--- src/rtl/sfb_pkg.sv ---
// sfb_pkg: shared widths, register indexes and word types of the seam feather blender.
// Used by every module under rtl/; depends on nothing.
`timescale 1ns / 1ps

package sfb_pkg;

    localparam int COL_W      = 12;               // pixel column
    localparam int PIX_W      = 8;                // one color channel
    localparam int WID_W      = 13;               // image width, overlap span
    localparam int NUM_W      = 20;               // weighted channel sum, <= 255 * 4096
    localparam int N_CH       = 3;
    localparam int DIV_STAGES = PIX_W;            // one quotient bit per stage
    localparam int CFG_IDX_W  = 2;
    localparam int CFG_DATA_W = 13;
    localparam int Q_DEPTH    = 2;
    localparam int Q_AW       = 1;
    localparam int Q_CW       = 2;

    localparam logic [WID_W-1:0] MAX_WIDTH = 13'd4096;

    // configuration register indexes
    localparam logic [CFG_IDX_W-1:0] CFG_OVERLAP_START = 2'd0;
    localparam logic [CFG_IDX_W-1:0] CFG_IMAGE_WIDTH   = 2'd1;

    typedef struct packed {
        logic [COL_W-1:0] column;
        logic [PIX_W-1:0] first_ch0;
        logic [PIX_W-1:0] first_ch1;
        logic [PIX_W-1:0] first_ch2;
        logic [PIX_W-1:0] warped_ch0;
        logic [PIX_W-1:0] warped_ch1;
        logic [PIX_W-1:0] warped_ch2;
    } t_pix_in;

    typedef struct packed {
        logic [PIX_W-1:0] blend_ch0;
        logic [PIX_W-1:0] blend_ch1;
        logic [PIX_W-1:0] blend_ch2;
        logic             written;
    } t_pix_out;

    // one queued job: quotient num / span per channel, plus the written flag
    typedef struct packed {
        logic [N_CH-1:0][NUM_W-1:0] num;
        logic [WID_W-1:0]           span;
        logic                       written;
    } t_job;

    typedef struct packed {
        logic valid;   // head word present
        logic full;
    } t_q_stat;

endpackage

--- src/rtl/sfb_front.sv ---
// sfb_front: config registers, overlap classification and weighted sums.
// Depends on sfb_pkg; pushes one job word per accepted pixel into sfb_queue.
`timescale 1ns / 1ps

module sfb_front (
    input  logic                          i_clk,
    input  logic                          i_rst_n,
    input  logic                          i_start,
    output logic                          o_busy,
    input  sfb_pkg::t_pix_in              i_pix,
    input  logic                          i_cfg_valid,
    output logic                          o_cfg_ready,
    input  logic [sfb_pkg::CFG_IDX_W-1:0] i_cfg_index,
    input  logic [sfb_pkg::CFG_DATA_W-1:0] i_cfg_data,
    input  sfb_pkg::t_q_stat              i_q_stat,
    output logic                          o_push,
    output sfb_pkg::t_job                 o_job
);
    import sfb_pkg::*;

    logic [COL_W-1:0] r_start;
    logic [WID_W-1:0] r_width;

    logic             r_s1_valid;
    logic             r_s1_written;
    logic [WID_W-1:0] r_s1_wa;
    logic [COL_W-1:0] r_s1_wb;
    logic [WID_W-1:0] r_s1_span;
    logic [N_CH-1:0][PIX_W-1:0] r_s1_p;
    logic [N_CH-1:0][PIX_W-1:0] r_s1_q;

    logic             n_written;
    logic [WID_W-1:0] n_wa;
    logic [COL_W-1:0] n_wb;
    logic [WID_W-1:0] n_span;
    logic [WID_W-1:0] w_width_eff;
    logic [WID_W-1:0] w_col_ext;
    logic             w_in_range;
    logic             w_black;
    logic             w_accept;
    logic             w_s1_adv;
    logic [N_CH-1:0][PIX_W-1:0] w_p;
    logic [N_CH-1:0][PIX_W-1:0] w_q;

    assign o_cfg_ready = i_rst_n;
    assign o_busy      = !i_rst_n || (r_s1_valid && i_q_stat.full);
    assign w_accept    = i_start && !o_busy;
    assign w_s1_adv    = !r_s1_valid || !i_q_stat.full;

    assign w_p = {i_pix.first_ch2, i_pix.first_ch1, i_pix.first_ch0};
    assign w_q = {i_pix.warped_ch2, i_pix.warped_ch1, i_pix.warped_ch0};

    always_comb begin
        w_width_eff = (r_width > MAX_WIDTH) ? MAX_WIDTH : r_width;
        w_col_ext   = {1'b0, i_pix.column};
        w_in_range  = (i_pix.column >= r_start) && (w_col_ext < w_width_eff);
        w_black     = (w_q == '0);
        if (!w_in_range) begin
            // outside the overlap: 0 / 1 gives zero channels
            n_written = 1'b0;
            n_wa      = '0;
            n_wb      = '0;
            n_span    = WID_W'(1);
        end else if (w_black) begin
            // black warped pixel: p * 1 / 1 copies the first pixel
            n_written = 1'b1;
            n_wa      = WID_W'(1);
            n_wb      = '0;
            n_span    = WID_W'(1);
        end else begin
            n_written = 1'b1;
            n_wa      = w_width_eff - w_col_ext;
            n_wb      = i_pix.column - r_start;
            n_span    = w_width_eff - {1'b0, r_start};
        end
    end

    always_ff @(posedge i_clk) begin
        if (!i_rst_n) begin
            r_start    <= '0;
            r_width    <= MAX_WIDTH;
            r_s1_valid <= 1'b0;
        end else begin
            if (i_cfg_valid && o_cfg_ready) begin
                case (i_cfg_index)
                    CFG_OVERLAP_START: r_start <= i_cfg_data[COL_W-1:0];
                    CFG_IMAGE_WIDTH:   r_width <= i_cfg_data[WID_W-1:0];
                    default:           ;
                endcase
            end
            if (w_s1_adv) begin
                r_s1_valid <= w_accept;
            end
        end
    end

    always_ff @(posedge i_clk) begin
        if (w_s1_adv && w_accept) begin
            r_s1_written <= n_written;
            r_s1_wa      <= n_wa;
            r_s1_wb      <= n_wb;
            r_s1_span    <= n_span;
            r_s1_p       <= w_p;
            r_s1_q       <= w_q;
        end
    end

    // weighted sums; each fits NUM_W since the result is at most 255 * span
    always_comb begin
        for (int c = 0; c < N_CH; c++) begin
            o_job.num[c] = NUM_W'((NUM_W + 1)'(r_s1_p[c]) * (NUM_W + 1)'(r_s1_wa)
                                + (NUM_W + 1)'(r_s1_q[c]) * (NUM_W + 1)'(r_s1_wb));
        end
        o_job.span    = r_s1_span;
        o_job.written = r_s1_written;
    end

    assign o_push = r_s1_valid && !i_q_stat.full;

    a_busy_held: assert property (@(posedge i_clk) disable iff (!i_rst_n)
        i_rst_n && o_busy |-> r_s1_valid && i_q_stat.full)
        else $error("busy without a stalled word in stage 1");

endmodule

--- src/rtl/sfb_queue.sv ---
// sfb_queue: two-word job queue between the front and the divider back end.
// Depends on sfb_pkg (t_job, t_q_stat, Q_DEPTH).
`timescale 1ns / 1ps

module sfb_queue (
    input  logic             i_clk,
    input  logic             i_rst_n,
    input  logic             i_push,
    input  sfb_pkg::t_job    i_job,
    input  logic             i_pop,
    output sfb_pkg::t_job    o_job,
    output sfb_pkg::t_q_stat o_stat
);
    import sfb_pkg::*;

    t_job            r_mem [Q_DEPTH];
    logic [Q_AW-1:0] r_wptr;
    logic [Q_AW-1:0] r_rptr;
    logic [Q_CW-1:0] r_count;

    logic w_push;
    logic w_pop;

    assign o_stat.valid = (r_count != '0);
    assign o_stat.full  = (r_count == Q_CW'(Q_DEPTH));
    assign o_job        = r_mem[r_rptr];
    assign w_push       = i_push && !o_stat.full;
    assign w_pop        = i_pop && o_stat.valid;

    always_ff @(posedge i_clk) begin
        if (!i_rst_n) begin
            r_wptr  <= '0;
            r_rptr  <= '0;
            r_count <= '0;
        end else begin
            if (w_push) begin
                r_wptr <= r_wptr + 1'b1;
            end
            if (w_pop) begin
                r_rptr <= r_rptr + 1'b1;
            end
            case ({w_push, w_pop})
                2'b10:   r_count <= r_count + 1'b1;
                2'b01:   r_count <= r_count - 1'b1;
                default: ;
            endcase
        end
    end

    always_ff @(posedge i_clk) begin
        if (w_push) begin
            r_mem[r_wptr] <= i_job;
        end
    end

    a_count_max: assert property (@(posedge i_clk) disable iff (!i_rst_n)
        r_count <= Q_CW'(Q_DEPTH))
        else $error("queue count above depth");

    a_push_lost: assert property (@(posedge i_clk) disable iff (!i_rst_n)
        i_push |-> !o_stat.full)
        else $error("push into a full queue");

endmodule

--- src/rtl/sfb_back.sv ---
// sfb_back: pipelined restoring divider, one quotient bit per stage, three channels.
// Depends on sfb_pkg; pops the queue head every cycle it holds a word.
`timescale 1ns / 1ps

module sfb_back (
    input  logic             i_clk,
    input  logic             i_rst_n,
    input  sfb_pkg::t_q_stat i_q_stat,
    input  sfb_pkg::t_job    i_job,
    output logic             o_pop,
    output logic             o_strobe,
    output sfb_pkg::t_pix_out o_res
);
    import sfb_pkg::*;

    logic                              r_vld  [DIV_STAGES];
    logic                              r_wr   [DIV_STAGES];
    logic [WID_W-1:0]                  r_span [DIV_STAGES];
    logic [N_CH-1:0][NUM_W-1:0]        r_rem  [DIV_STAGES];
    logic [N_CH-1:0][PIX_W-1:0]        r_quo  [DIV_STAGES];

    logic                              s_vld  [DIV_STAGES];
    logic                              s_wr   [DIV_STAGES];
    logic [WID_W-1:0]                  s_span [DIV_STAGES];
    logic [N_CH-1:0][NUM_W-1:0]        s_rem  [DIV_STAGES];
    logic [N_CH-1:0][PIX_W-1:0]        s_quo  [DIV_STAGES];

    logic [N_CH-1:0][NUM_W-1:0]        n_rem  [DIV_STAGES];
    logic [N_CH-1:0][PIX_W-1:0]        n_quo  [DIV_STAGES];

    assign o_pop = i_q_stat.valid;

    // stage inputs: stage 0 from the queue head, later ones from the stage before
    always_comb begin
        s_vld[0]  = i_q_stat.valid;
        s_wr[0]   = i_job.written;
        s_span[0] = i_job.span;
        s_rem[0]  = i_job.num;
        s_quo[0]  = '0;
        for (int s = 1; s < DIV_STAGES; s++) begin
            s_vld[s]  = r_vld[s-1];
            s_wr[s]   = r_wr[s-1];
            s_span[s] = r_span[s-1];
            s_rem[s]  = r_rem[s-1];
            s_quo[s]  = r_quo[s-1];
        end
    end

    // stage s settles quotient bit DIV_STAGES-1-s; remainder stays below span << bit
    always_comb begin
        logic [NUM_W:0] dsh;
        for (int s = 0; s < DIV_STAGES; s++) begin
            dsh = (NUM_W + 1)'(s_span[s]) << (DIV_STAGES - 1 - s);
            for (int c = 0; c < N_CH; c++) begin
                n_quo[s][c] = s_quo[s][c];
                if ({1'b0, s_rem[s][c]} >= dsh) begin
                    n_rem[s][c] = s_rem[s][c] - dsh[NUM_W-1:0];
                    n_quo[s][c][DIV_STAGES-1-s] = 1'b1;
                end else begin
                    n_rem[s][c] = s_rem[s][c];
                end
            end
        end
    end

    always_ff @(posedge i_clk) begin
        if (!i_rst_n) begin
            for (int s = 0; s < DIV_STAGES; s++) begin
                r_vld[s] <= 1'b0;
            end
        end else begin
            for (int s = 0; s < DIV_STAGES; s++) begin
                r_vld[s] <= s_vld[s];
            end
        end
    end

    always_ff @(posedge i_clk) begin
        for (int s = 0; s < DIV_STAGES; s++) begin
            r_wr[s]   <= s_wr[s];
            r_span[s] <= s_span[s];
            r_rem[s]  <= n_rem[s];
            r_quo[s]  <= n_quo[s];
        end
    end

    assign o_strobe        = r_vld[DIV_STAGES-1];
    assign o_res.blend_ch0 = r_quo[DIV_STAGES-1][0];
    assign o_res.blend_ch1 = r_quo[DIV_STAGES-1][1];
    assign o_res.blend_ch2 = r_quo[DIV_STAGES-1][2];
    assign o_res.written   = r_wr[DIV_STAGES-1];

    a_unwritten_zero: assert property (@(posedge i_clk) disable iff (!i_rst_n)
        o_strobe && !o_res.written |->
            o_res.blend_ch0 == '0 && o_res.blend_ch1 == '0 && o_res.blend_ch2 == '0)
        else $error("pixel outside the overlap carries nonzero channels");

endmodule

--- src/rtl/seam_feather_blend.sv ---
// seam_feather_blend: linear feather blend of one pixel per clock across the seam overlap.
// Path from the edge that accepts start to o_strobe: stage 1, queue, 8-stage divider.
// Throughput: one pixel per cycle, set by the divider pipeline.
// The receiver cannot stall, so busy stays low outside reset; busy is high during reset.
// Reset (i_rst_n low, synchronous) empties the pipeline, overlap_start = 0, width = 4096.
// Depends on sfb_pkg, sfb_front, sfb_queue, sfb_back.
`timescale 1ns / 1ps

module seam_feather_blend (
    input  logic                           i_clk,
    input  logic                           i_rst_n,
    input  logic                           start,
    output logic                           busy,
    input  sfb_pkg::t_pix_in               i_pix,
    output logic                           o_strobe,
    output sfb_pkg::t_pix_out              o_res,
    input  logic                           i_cfg_valid,
    output logic                           o_cfg_ready,
    input  logic [sfb_pkg::CFG_IDX_W-1:0]  i_cfg_index,
    input  logic [sfb_pkg::CFG_DATA_W-1:0] i_cfg_data
);
    import sfb_pkg::*;

    t_q_stat w_q_stat;
    t_job    w_push_job;
    t_job    w_head_job;
    logic    w_push;
    logic    w_pop;
    logic    w_accept;

    assign w_accept = start && !busy;

    sfb_front u_front (
        .i_clk       (i_clk),
        .i_rst_n     (i_rst_n),
        .i_start     (start),
        .o_busy      (busy),
        .i_pix       (i_pix),
        .i_cfg_valid (i_cfg_valid),
        .o_cfg_ready (o_cfg_ready),
        .i_cfg_index (i_cfg_index),
        .i_cfg_data  (i_cfg_data),
        .i_q_stat    (w_q_stat),
        .o_push      (w_push),
        .o_job       (w_push_job)
    );

    sfb_queue u_queue (
        .i_clk   (i_clk),
        .i_rst_n (i_rst_n),
        .i_push  (w_push),
        .i_job   (w_push_job),
        .i_pop   (w_pop),
        .o_job   (w_head_job),
        .o_stat  (w_q_stat)
    );

    sfb_back u_back (
        .i_clk    (i_clk),
        .i_rst_n  (i_rst_n),
        .i_q_stat (w_q_stat),
        .i_job    (w_head_job),
        .o_pop    (w_pop),
        .o_strobe (o_strobe),
        .o_res    (o_res)
    );

    // the word is taken only for a pixel accepted earlier, through stage 1, the queue and the divider stages
    a_strobe_origin: assert property (@(posedge i_clk) disable iff (!i_rst_n)
        o_strobe |-> $past(w_accept, 10))
        else $error("result word without an accepted pixel ten edges earlier");

endmodule

--- config.mk ---
export PLATFORM = sky130hd
export DESIGN_NAME = seam_feather_blend
export DESIGN_NICKNAME = d
export VERILOG_FILES = /design/src/rtl/sfb_pkg.sv /design/src/rtl/sfb_front.sv /design/src/rtl/sfb_queue.sv /design/src/rtl/sfb_back.sv /design/src/rtl/seam_feather_blend.sv
export SDC_FILE = /design/constraint.sdc
export NUM_CORES = 2
export LEC_CHECK = 0
export ABC_CLOCK_PERIOD_IN_PS = 6440
export BUFFER_PORTS_ARGS = -buffer_cell sky130_fd_sc_hd__buf_2
export CAP_MARGIN = 30
export CORE_AREA = 5 5 396 398
export CTS_CLUSTER_SIZE = 16
export DETAILED_ROUTE_END_ITERATION = 6
export DIE_AREA = 0 0 401 403
export SLEW_MARGIN = 20
export SYNTH_ARGS = -nofsm -noshare
export SYNTH_HDL_FRONTEND = slang
export SYNTH_SLANG_ARGS = --single-unit
--- constraint.sdc ---
create_clock -name i_clk -period 6.44 [get_ports i_clk]
set_clock_uncertainty 0.05 [all_clocks]
set_input_delay 0.644 -clock i_clk [delete_from_list [all_inputs] [get_ports i_clk]]
set_output_delay 0.644 -clock i_clk [all_outputs]
set_load 0.03 [all_outputs]
# After elaboration in Yosys (flattened, before gate mapping)
# Memory sizes are Yosys's and may differ from the RTL's. A register that Yosys moved wholly into a read port is not among the register bits.
# Index checks and enable logic that the tools add are counted.
totals:
  ram_bits: 940
  word_cells: 189
  output_inout_bits: 28
  register_bits: 117
  memories: 6
  inputBits: 79
mem_list:
  columns: ["name", "words", "width", "rd", "rd_ports_with_merged_regs", "wr", "line_no", "text"]
  rows:
  - ["u_back.r_rem", 8, 60, 7, 0, 8, "sfb_back.sv:19", "logic [N_CH-1:0][NUM_W-1:0] r_rem [DIV_STAGES];"]
  - ["u_back.r_quo", 8, 24, 8, 0, 8, "sfb_back.sv:20", "logic [N_CH-1:0][PIX_W-1:0] r_quo [DIV_STAGES];"]
  - ["u_queue.r_mem", 2, 74, 1, 1, 1, "sfb_queue.sv:16", "t_job r_mem [Q_DEPTH];"]
  - ["u_back.r_span", 8, 13, 7, 0, 8, "sfb_back.sv:18", "logic [WID_W-1:0] r_span [DIV_STAGES];"]
  - ["u_back.r_vld", 8, 1, 8, 0, 8, "sfb_back.sv:16", "logic r_vld [DIV_STAGES];"]
  - ["u_back.r_wr", 8, 1, 8, 0, 8, "sfb_back.sv:17", "logic r_wr [DIV_STAGES];"]
classes:
  bitwise: 9
  n_lt_le_gt_ge: 27
  add_sub_neg: 34
  n_reduce_logical: 20
  n_mux: 66
  mul: 6
  n_eq_ne: 4
op_table:
  columns: ["op", "count"]
  rows:
  - ["$mux W20", 24]
  - ["$add A20 B20 Y20", 3]
  - ["$ge A20 B13 Y1", 3]
  - ["$ge A20 B14 Y1", 3]
  - ["$ge A20 B15 Y1", 3]
  - ["$ge A20 B16 Y1", 3]
  - ["$ge A20 B17 Y1", 3]
  - ["$ge A20 B18 Y1", 3]
  - ["$ge A20 B19 Y1", 3]
  - ["$ge A20 B20 Y1", 3]
  - ["$mul A8 B12 Y20", 3]
  - ["$mul A8 B13 Y20", 3]
  - ["$sub A20 B13 Y20", 3]
  - ["$sub A20 B14 Y20", 3]
  - ["$sub A20 B15 Y20", 3]
  - ["$sub A20 B16 Y20", 3]
  - ["$sub A20 B17 Y20", 3]
  - ["$sub A20 B18 Y20", 3]
  - ["$sub A20 B19 Y20", 3]
  - ["$sub A20 B20 Y20", 3]
  - ["$mux W1", 40]
  - ["$sub A13 B12 Y13", 2]
  - ["$logic_not A24 Y1", 1]
  - ["$gt A13 B13 Y1 const B", 1]
  - ["other kinds (19)", 41]

# Depth between registers and ports, before layout
depth:
  ltp_word: 6
  depth_mapped: 23
  mapped_depth_nobuf: 22

# By module
# A second synthesis with hierarchy kept.
hier_totals:
  cells_unflattened: 6170
  area_unflattened_um2: 61007.3
modules_own_cells:
  columns: ["module", "cells_each", "area_each_um2", "seq_area_each_um2", "instances"]
  rows:
  - ["sfb_back", 3209, 30701.9, 12712.2, 1]
  - ["sfb_front", 2705, 24748.7, 3133.0, 1]
  - ["sfb_queue", 256, 5556.6, 4544.4, 1]

# Worst setup path after synthesis
# Ideal clock, no wire load.
synth_timing:
  path_type: "register -> register"
  from: "reg u_front.r_s1_wa[10]"
  to: "mem u_queue.r_mem[0][53] in the netlist's numbering (data pin)"
  path_slack_ps: 658
  setup_ps: 143
  arrival_time_ps: 5589
  stages_incl_launch_ff: 21
  n_path_buf: 1
  synth_period_minus_slack_ps: 5782
  t_required_ps: 6247
  path_cell_list: "edfxtp_1 clkbuf_1 nand2_1 fa_1 fa_1 inv_1 fa_1 fa_1 fa_1 inv_1 fa_1 inv_1 ha_1 a21o_1 a21oi_1 o21ai_0 a21oi_1 o31a_1 a21oi_1 or4_1 nand4_1"
synth_lines:
  columns: ["element", "line_no", "text"]
  rows:
  - ["start: declaration", "sfb_front.sv:26", "logic [WID_W-1:0] r_s1_wa;"]
  - ["start signal: assignment", "sfb_front.sv:100", "r_s1_wa <= n_wa;"]
  - ["end: declaration", "sfb_queue.sv:16", null]

==> impl_metrics.py <==
metrics = {
    "setup_path": {
        "cp_data_required_time_ps": 6860,
        "worst-endpoint-arrival_ps": 6550,
        "crit_path_frequent_cell": "fa_1",
        "cp_top_family": "adder cells",
        "timing_worst_setup_path_type": "reg2reg",
        "crit_path_start_kind": "flop",
        "path_buf_inv": 4,
        "critPathMaxFanout": 8,
        "critPathCaptureType": "flop",
        "slowest_stage": "edfxtp_1",
        "max_stage_delay_ps": 550,
        "crit_chain": "buf_4 -> nand2_1 -> fa_1 -> fa_1 -> fa_1 -> inv_1 -> fa_1 -> fa_1 -> inv_1 -> fa_1 -> inv_1 -> ha_1 -> o311ai_0 -> o31ai_2 -> nand4_1 -> o21a_1 -> o21bai_1 -> a21oi_1 -> xnor2_1",
    },
    "routing": {
        "ant_nets": 0,
        "route.detailed.drc": 0,
        "vias_per_cell": 5.07,
        "drt_first_pass_iters": 6,
        "drt_wl_total_mm": 157,
        "drtIter0Drc": 2252,
        "via_count": 42900,
        "routedWlPerCell_um": 18.5,
    },
    "placed_design": {
        "port_buffers": 106,
        "dpl.hpwl_mm": 125,
        "place_congestion": 0.931,
    },
    "layout": {
        "final_nets": 7440,
        "diodes": 0,
        "utilization_pct": 44.3,
        "fillers": 14500,
        "drive_above_1_share_pct": 9.24,
        "ff_latch_area_mm2": 0.0204,
        "area.growth.synth_to_final_pct": 11.9,
        "multiInputGateArea_mm2": 0.0365,
    },
    "power_and_ir_drop": {
        "p_clk_share_pct": 15.7,
        "ir_worst_vdd_v": 0.000734,
        "p_comb_share_pct": 58.5,
        "p_switching_uw": 17000,
        "p_sw_share_pct": 43.0,
        "powerDensity_mw_per_mm2": 583,
        "leakagePower_uw": 0.0302,
        "p_int_uw": 22500,
        "seqPwrFrac_pct": 25.8,
    },
    "synthesis": {
        "synth_top_family_by_area": "adder cells",
        "synth.area.mux_share_pct": 3.41,
        "yosys.area_share.simple_pct": 14.2,
        "async_flop_share_pct": 0,
        "synth_compound_area_share_pct": 10.4,
        "synthFlopType": "dfxtp_1",
        "synthCells": 6160,
        "synth_seq_area_share_pct": 33.7,
        "synth_edf_count": 235,
        "syn_area_mm2": 0.0605,
        "synthXorXnorAreaFrac_pct": 4.51,
        "synthDistinctLibCells": 79,
        "yosysWarnings": 0,
        "syn_avg_cell_area_um2": 9.83,
        "ys_ff_latch": 901,
        "synthAdderAreaFrac_pct": 27.7,
        "syn-num-nets": 7283,
    },
    "clock_network": {
        "cts.clk_slew.worst_paths_ps": 60,
        "cts_tree": "yes",
        "cts_buffers": 103,
        "clock_latency_ps": 720,
        "clk_path_buf_depth": 3,
        "clock-sinks": 901,
        "cts-root-buf": "clkbuf_16",
        "htree_levels": 3,
    },
    "global_routing": {
        "grt_use_total_pct": 19.3,
        "antenna_found_initial": 2,
        "grt_overflow": 0,
        "grt_max_degree": 62,
        "grt_pass1_vias": 44100,
        "grt_pass1_wl_mm": 248,
    },
    "job": {
        "cap_violations": 0,
    },
    "floorplanning": {
        "die_h_um": 403,
        "dieWidth_um": 401,
        "io_pins": 107,
        "core_area_mm2": 0.153,
        "die_area_mm2": 0.162,
        "initial_utilization_pct": 39.6,
        "rows": 144,
    },
    "timing": {
        "slew_headroom_pct": 33.2,
        "period_minus_slack_ps": 6130,
        "rsz0062_at_grt": "false",
        "tightest_slew_ps": 994,
        "finalSetupViolCount": 0,
        "maxSlewViolCount": 0,
        "setup_tns_ps": 0,
        "fmax_mhz": 163,
        "hold_viol": 0,
        "period_share_pct": 95.2,
    },
    "run_status": {
        "status": "complete, no violations",
    },
    "worst_hold_path": {
        "hold_path.class": "in2reg",
    },
}
kinds of logic (layout without fill, tap and decap cells):
logic type / after synthesis / count (layout)
AO/OA/AOI/OAI: 998 / 998
XOR/XNOR: 312 / 312
buffers and inverters: 984 / 1231
flip-flops: 901 / 901
adder cells (fa/ha/maj): 1044 / 1044
AND/OR/NAND/NOR: 1732 / 1732
multiplexers: 189 / 189
final timing paths:
path                           to          startpoint  cells past startpoint  slack [ps]
min             u_front.r_s1_p[2]           i_pix[42]                      1          80
min reg2reg     u_back.r_wr[0][1]   u_back.r_wr[0][0]                      0         250
max reg2reg  u_queue.r_mem[0][73]  u_front.r_s1_wa[7]                     19         310
max          u_queue.r_mem[0][73]  u_front.r_s1_wa[7]                     19         310
layout make-up:
cell class / count / area share (%)
multi-input combinational: 4275 / 53.9
sequential: 901 / 30.1
inverter: 811 / 4.49
clock buffer: 134 / 4.22
tap: 2044 / 3.78
timing repair buffer: 225 / 2.30
clock inverter: 61 / 1.19
layout by cell type (no fill, tap or decap), types with 31 or more instances in the layout:
cell type    n
a21boi_0    37
a21o_1     106
a21oi_1    269
and2_1     309
buf_2      106
buf_4      103
clkbuf_16  105
dfxtp_1    665
edfxtp_1   235
fa_1       495
ha_1       549
inv_1      811
mux2_2     138
mux2i_1     48
nand2_1    621
nand2b_1    74
nand3_1     37
nand4_1     45
nor2_1     277
nor2b_1     94
nor3_1      95
nor4_1      52
o21a_1      74
o21ai_0    268
o31ai_1     31
xnor2_1    179
xor2_1     133
metal layers:
layer | GRT usage, % | wire [µm] | vias up
met4 | 9.49 | 9010 | 0
met5 | 0 | 0 | -
met2 | 33.7 | 76200 | 883
li1 | - | - | 20900
met3 | 2.37 | 5690 | 293
met1 | 23.5 | 65600 | 20800
worst register-to-register path: stages, from the launching register on:
cell and delay, ps:
edfxtp_1 550, buf_4 270, nand2_1 110, fa_1 540, fa_1 510, fa_1 510, inv_1 50, fa_1 500
fa_1 490, inv_1 50, fa_1 470, inv_1 40, ha_1 320, o311ai_0 210, o31ai_2 330, nand4_1 160
o21a_1 220, o21bai_1 130, a21oi_1 90, xnor2_1 300
flip-flops by register name (all words and copies together), names as in the netlist, 2 cells and up, named ones only:
signal             count
u_front.r_s1_span     13
u_queue.r_mem        148
u_back.r_quo         108
u_front.r_s1_wa       13
u_front.r_s1_p        24
u_front.r_width       13
u_front.r_s1_q        24
u_queue.r_count        2
u_back.r_rem         420
u_back.r_span         91
u_back.r_vld           8
u_front.r_start       12
u_back.r_wr            8
u_front.r_s1_wb       12
cells in the mapped netlist, types with 24 or more instances:
cell type / instances / share of area, %
a211oi_1: 27 / 0.33
nor2_1: 278 / 1.7
nand4_1: 45 / 0.46
a21boi_0: 37 / 0.46
xor2_1: 133 / 1.9
nor2b_1: 94 / 0.97
and2_1: 309 / 3.2
nor4_1: 52 / 0.54
and3_1: 28 / 0.29
fa_1: 495 / 16
xnor2_1: 179 / 2.6
mux2_2: 138 / 2.6
o21a_1: 74 / 0.92
clkbuf_1: 156 / 0.97
nand2_1: 621 / 3.8
a21oi_1: 270 / 2.2
nand3_1: 37 / 0.31
nor3_1: 96 / 0.79
nand2b_1: 74 / 0.76
or3_1: 24 / 0.25
o21ai_0: 269 / 2.2
a21o_1: 106 / 1.3
a31oi_1: 29 / 0.30
mux2i_1: 51 / 0.84
ha_1: 549 / 11
o31ai_1: 32 / 0.40
inv_1: 811 / 5.0
dfxtp_1: 666 / 22
edfxtp_1: 235 / 12
stage by stage:
stage / power (µW) / setup WS (ps) / cell area (µm²) / hold slack [ps] / cells
2_1_floorplan: 26800 / 658 / 60500 / 260 / 6160
3_3_place_gp: 32600 / 174 / 63600 / 260 / 8207
3_5_place_dp: 33100 / 177 / 63700 / 262 / 8211
4_1_cts: 39500 / 150 / 67400 / 17.1 / 8408
5_1_grt: 42900 / 89.3 / 67700 / 26.1 / 8451
6_report: 39500 / 312 / 67700 / 75.7 / 8451
power by group through the flow:
stage | Sequential (µW) | Combinational (µW) | Clock [µW]
floorplan | 9850 | 16900 | 0
global placement | 10300 | 22300 | 0
detailed placement | 10300 | 22700 | 0
CTS | 10200 | 22900 | 6350
global route | 10400 | 25900 | 6590
finish | 10200 | 23100 | 6180
what timing repair did:
item / CTS / global route
endpoints found under the hold margin: 2 / 0
hold buffers: 2 / 0
gates resized for setup: 0 / 4
setup buffers: 0 / 40
setup endpoints to repair: 0 / 10
No activity file was read; power rests on OpenSTA's default activity.
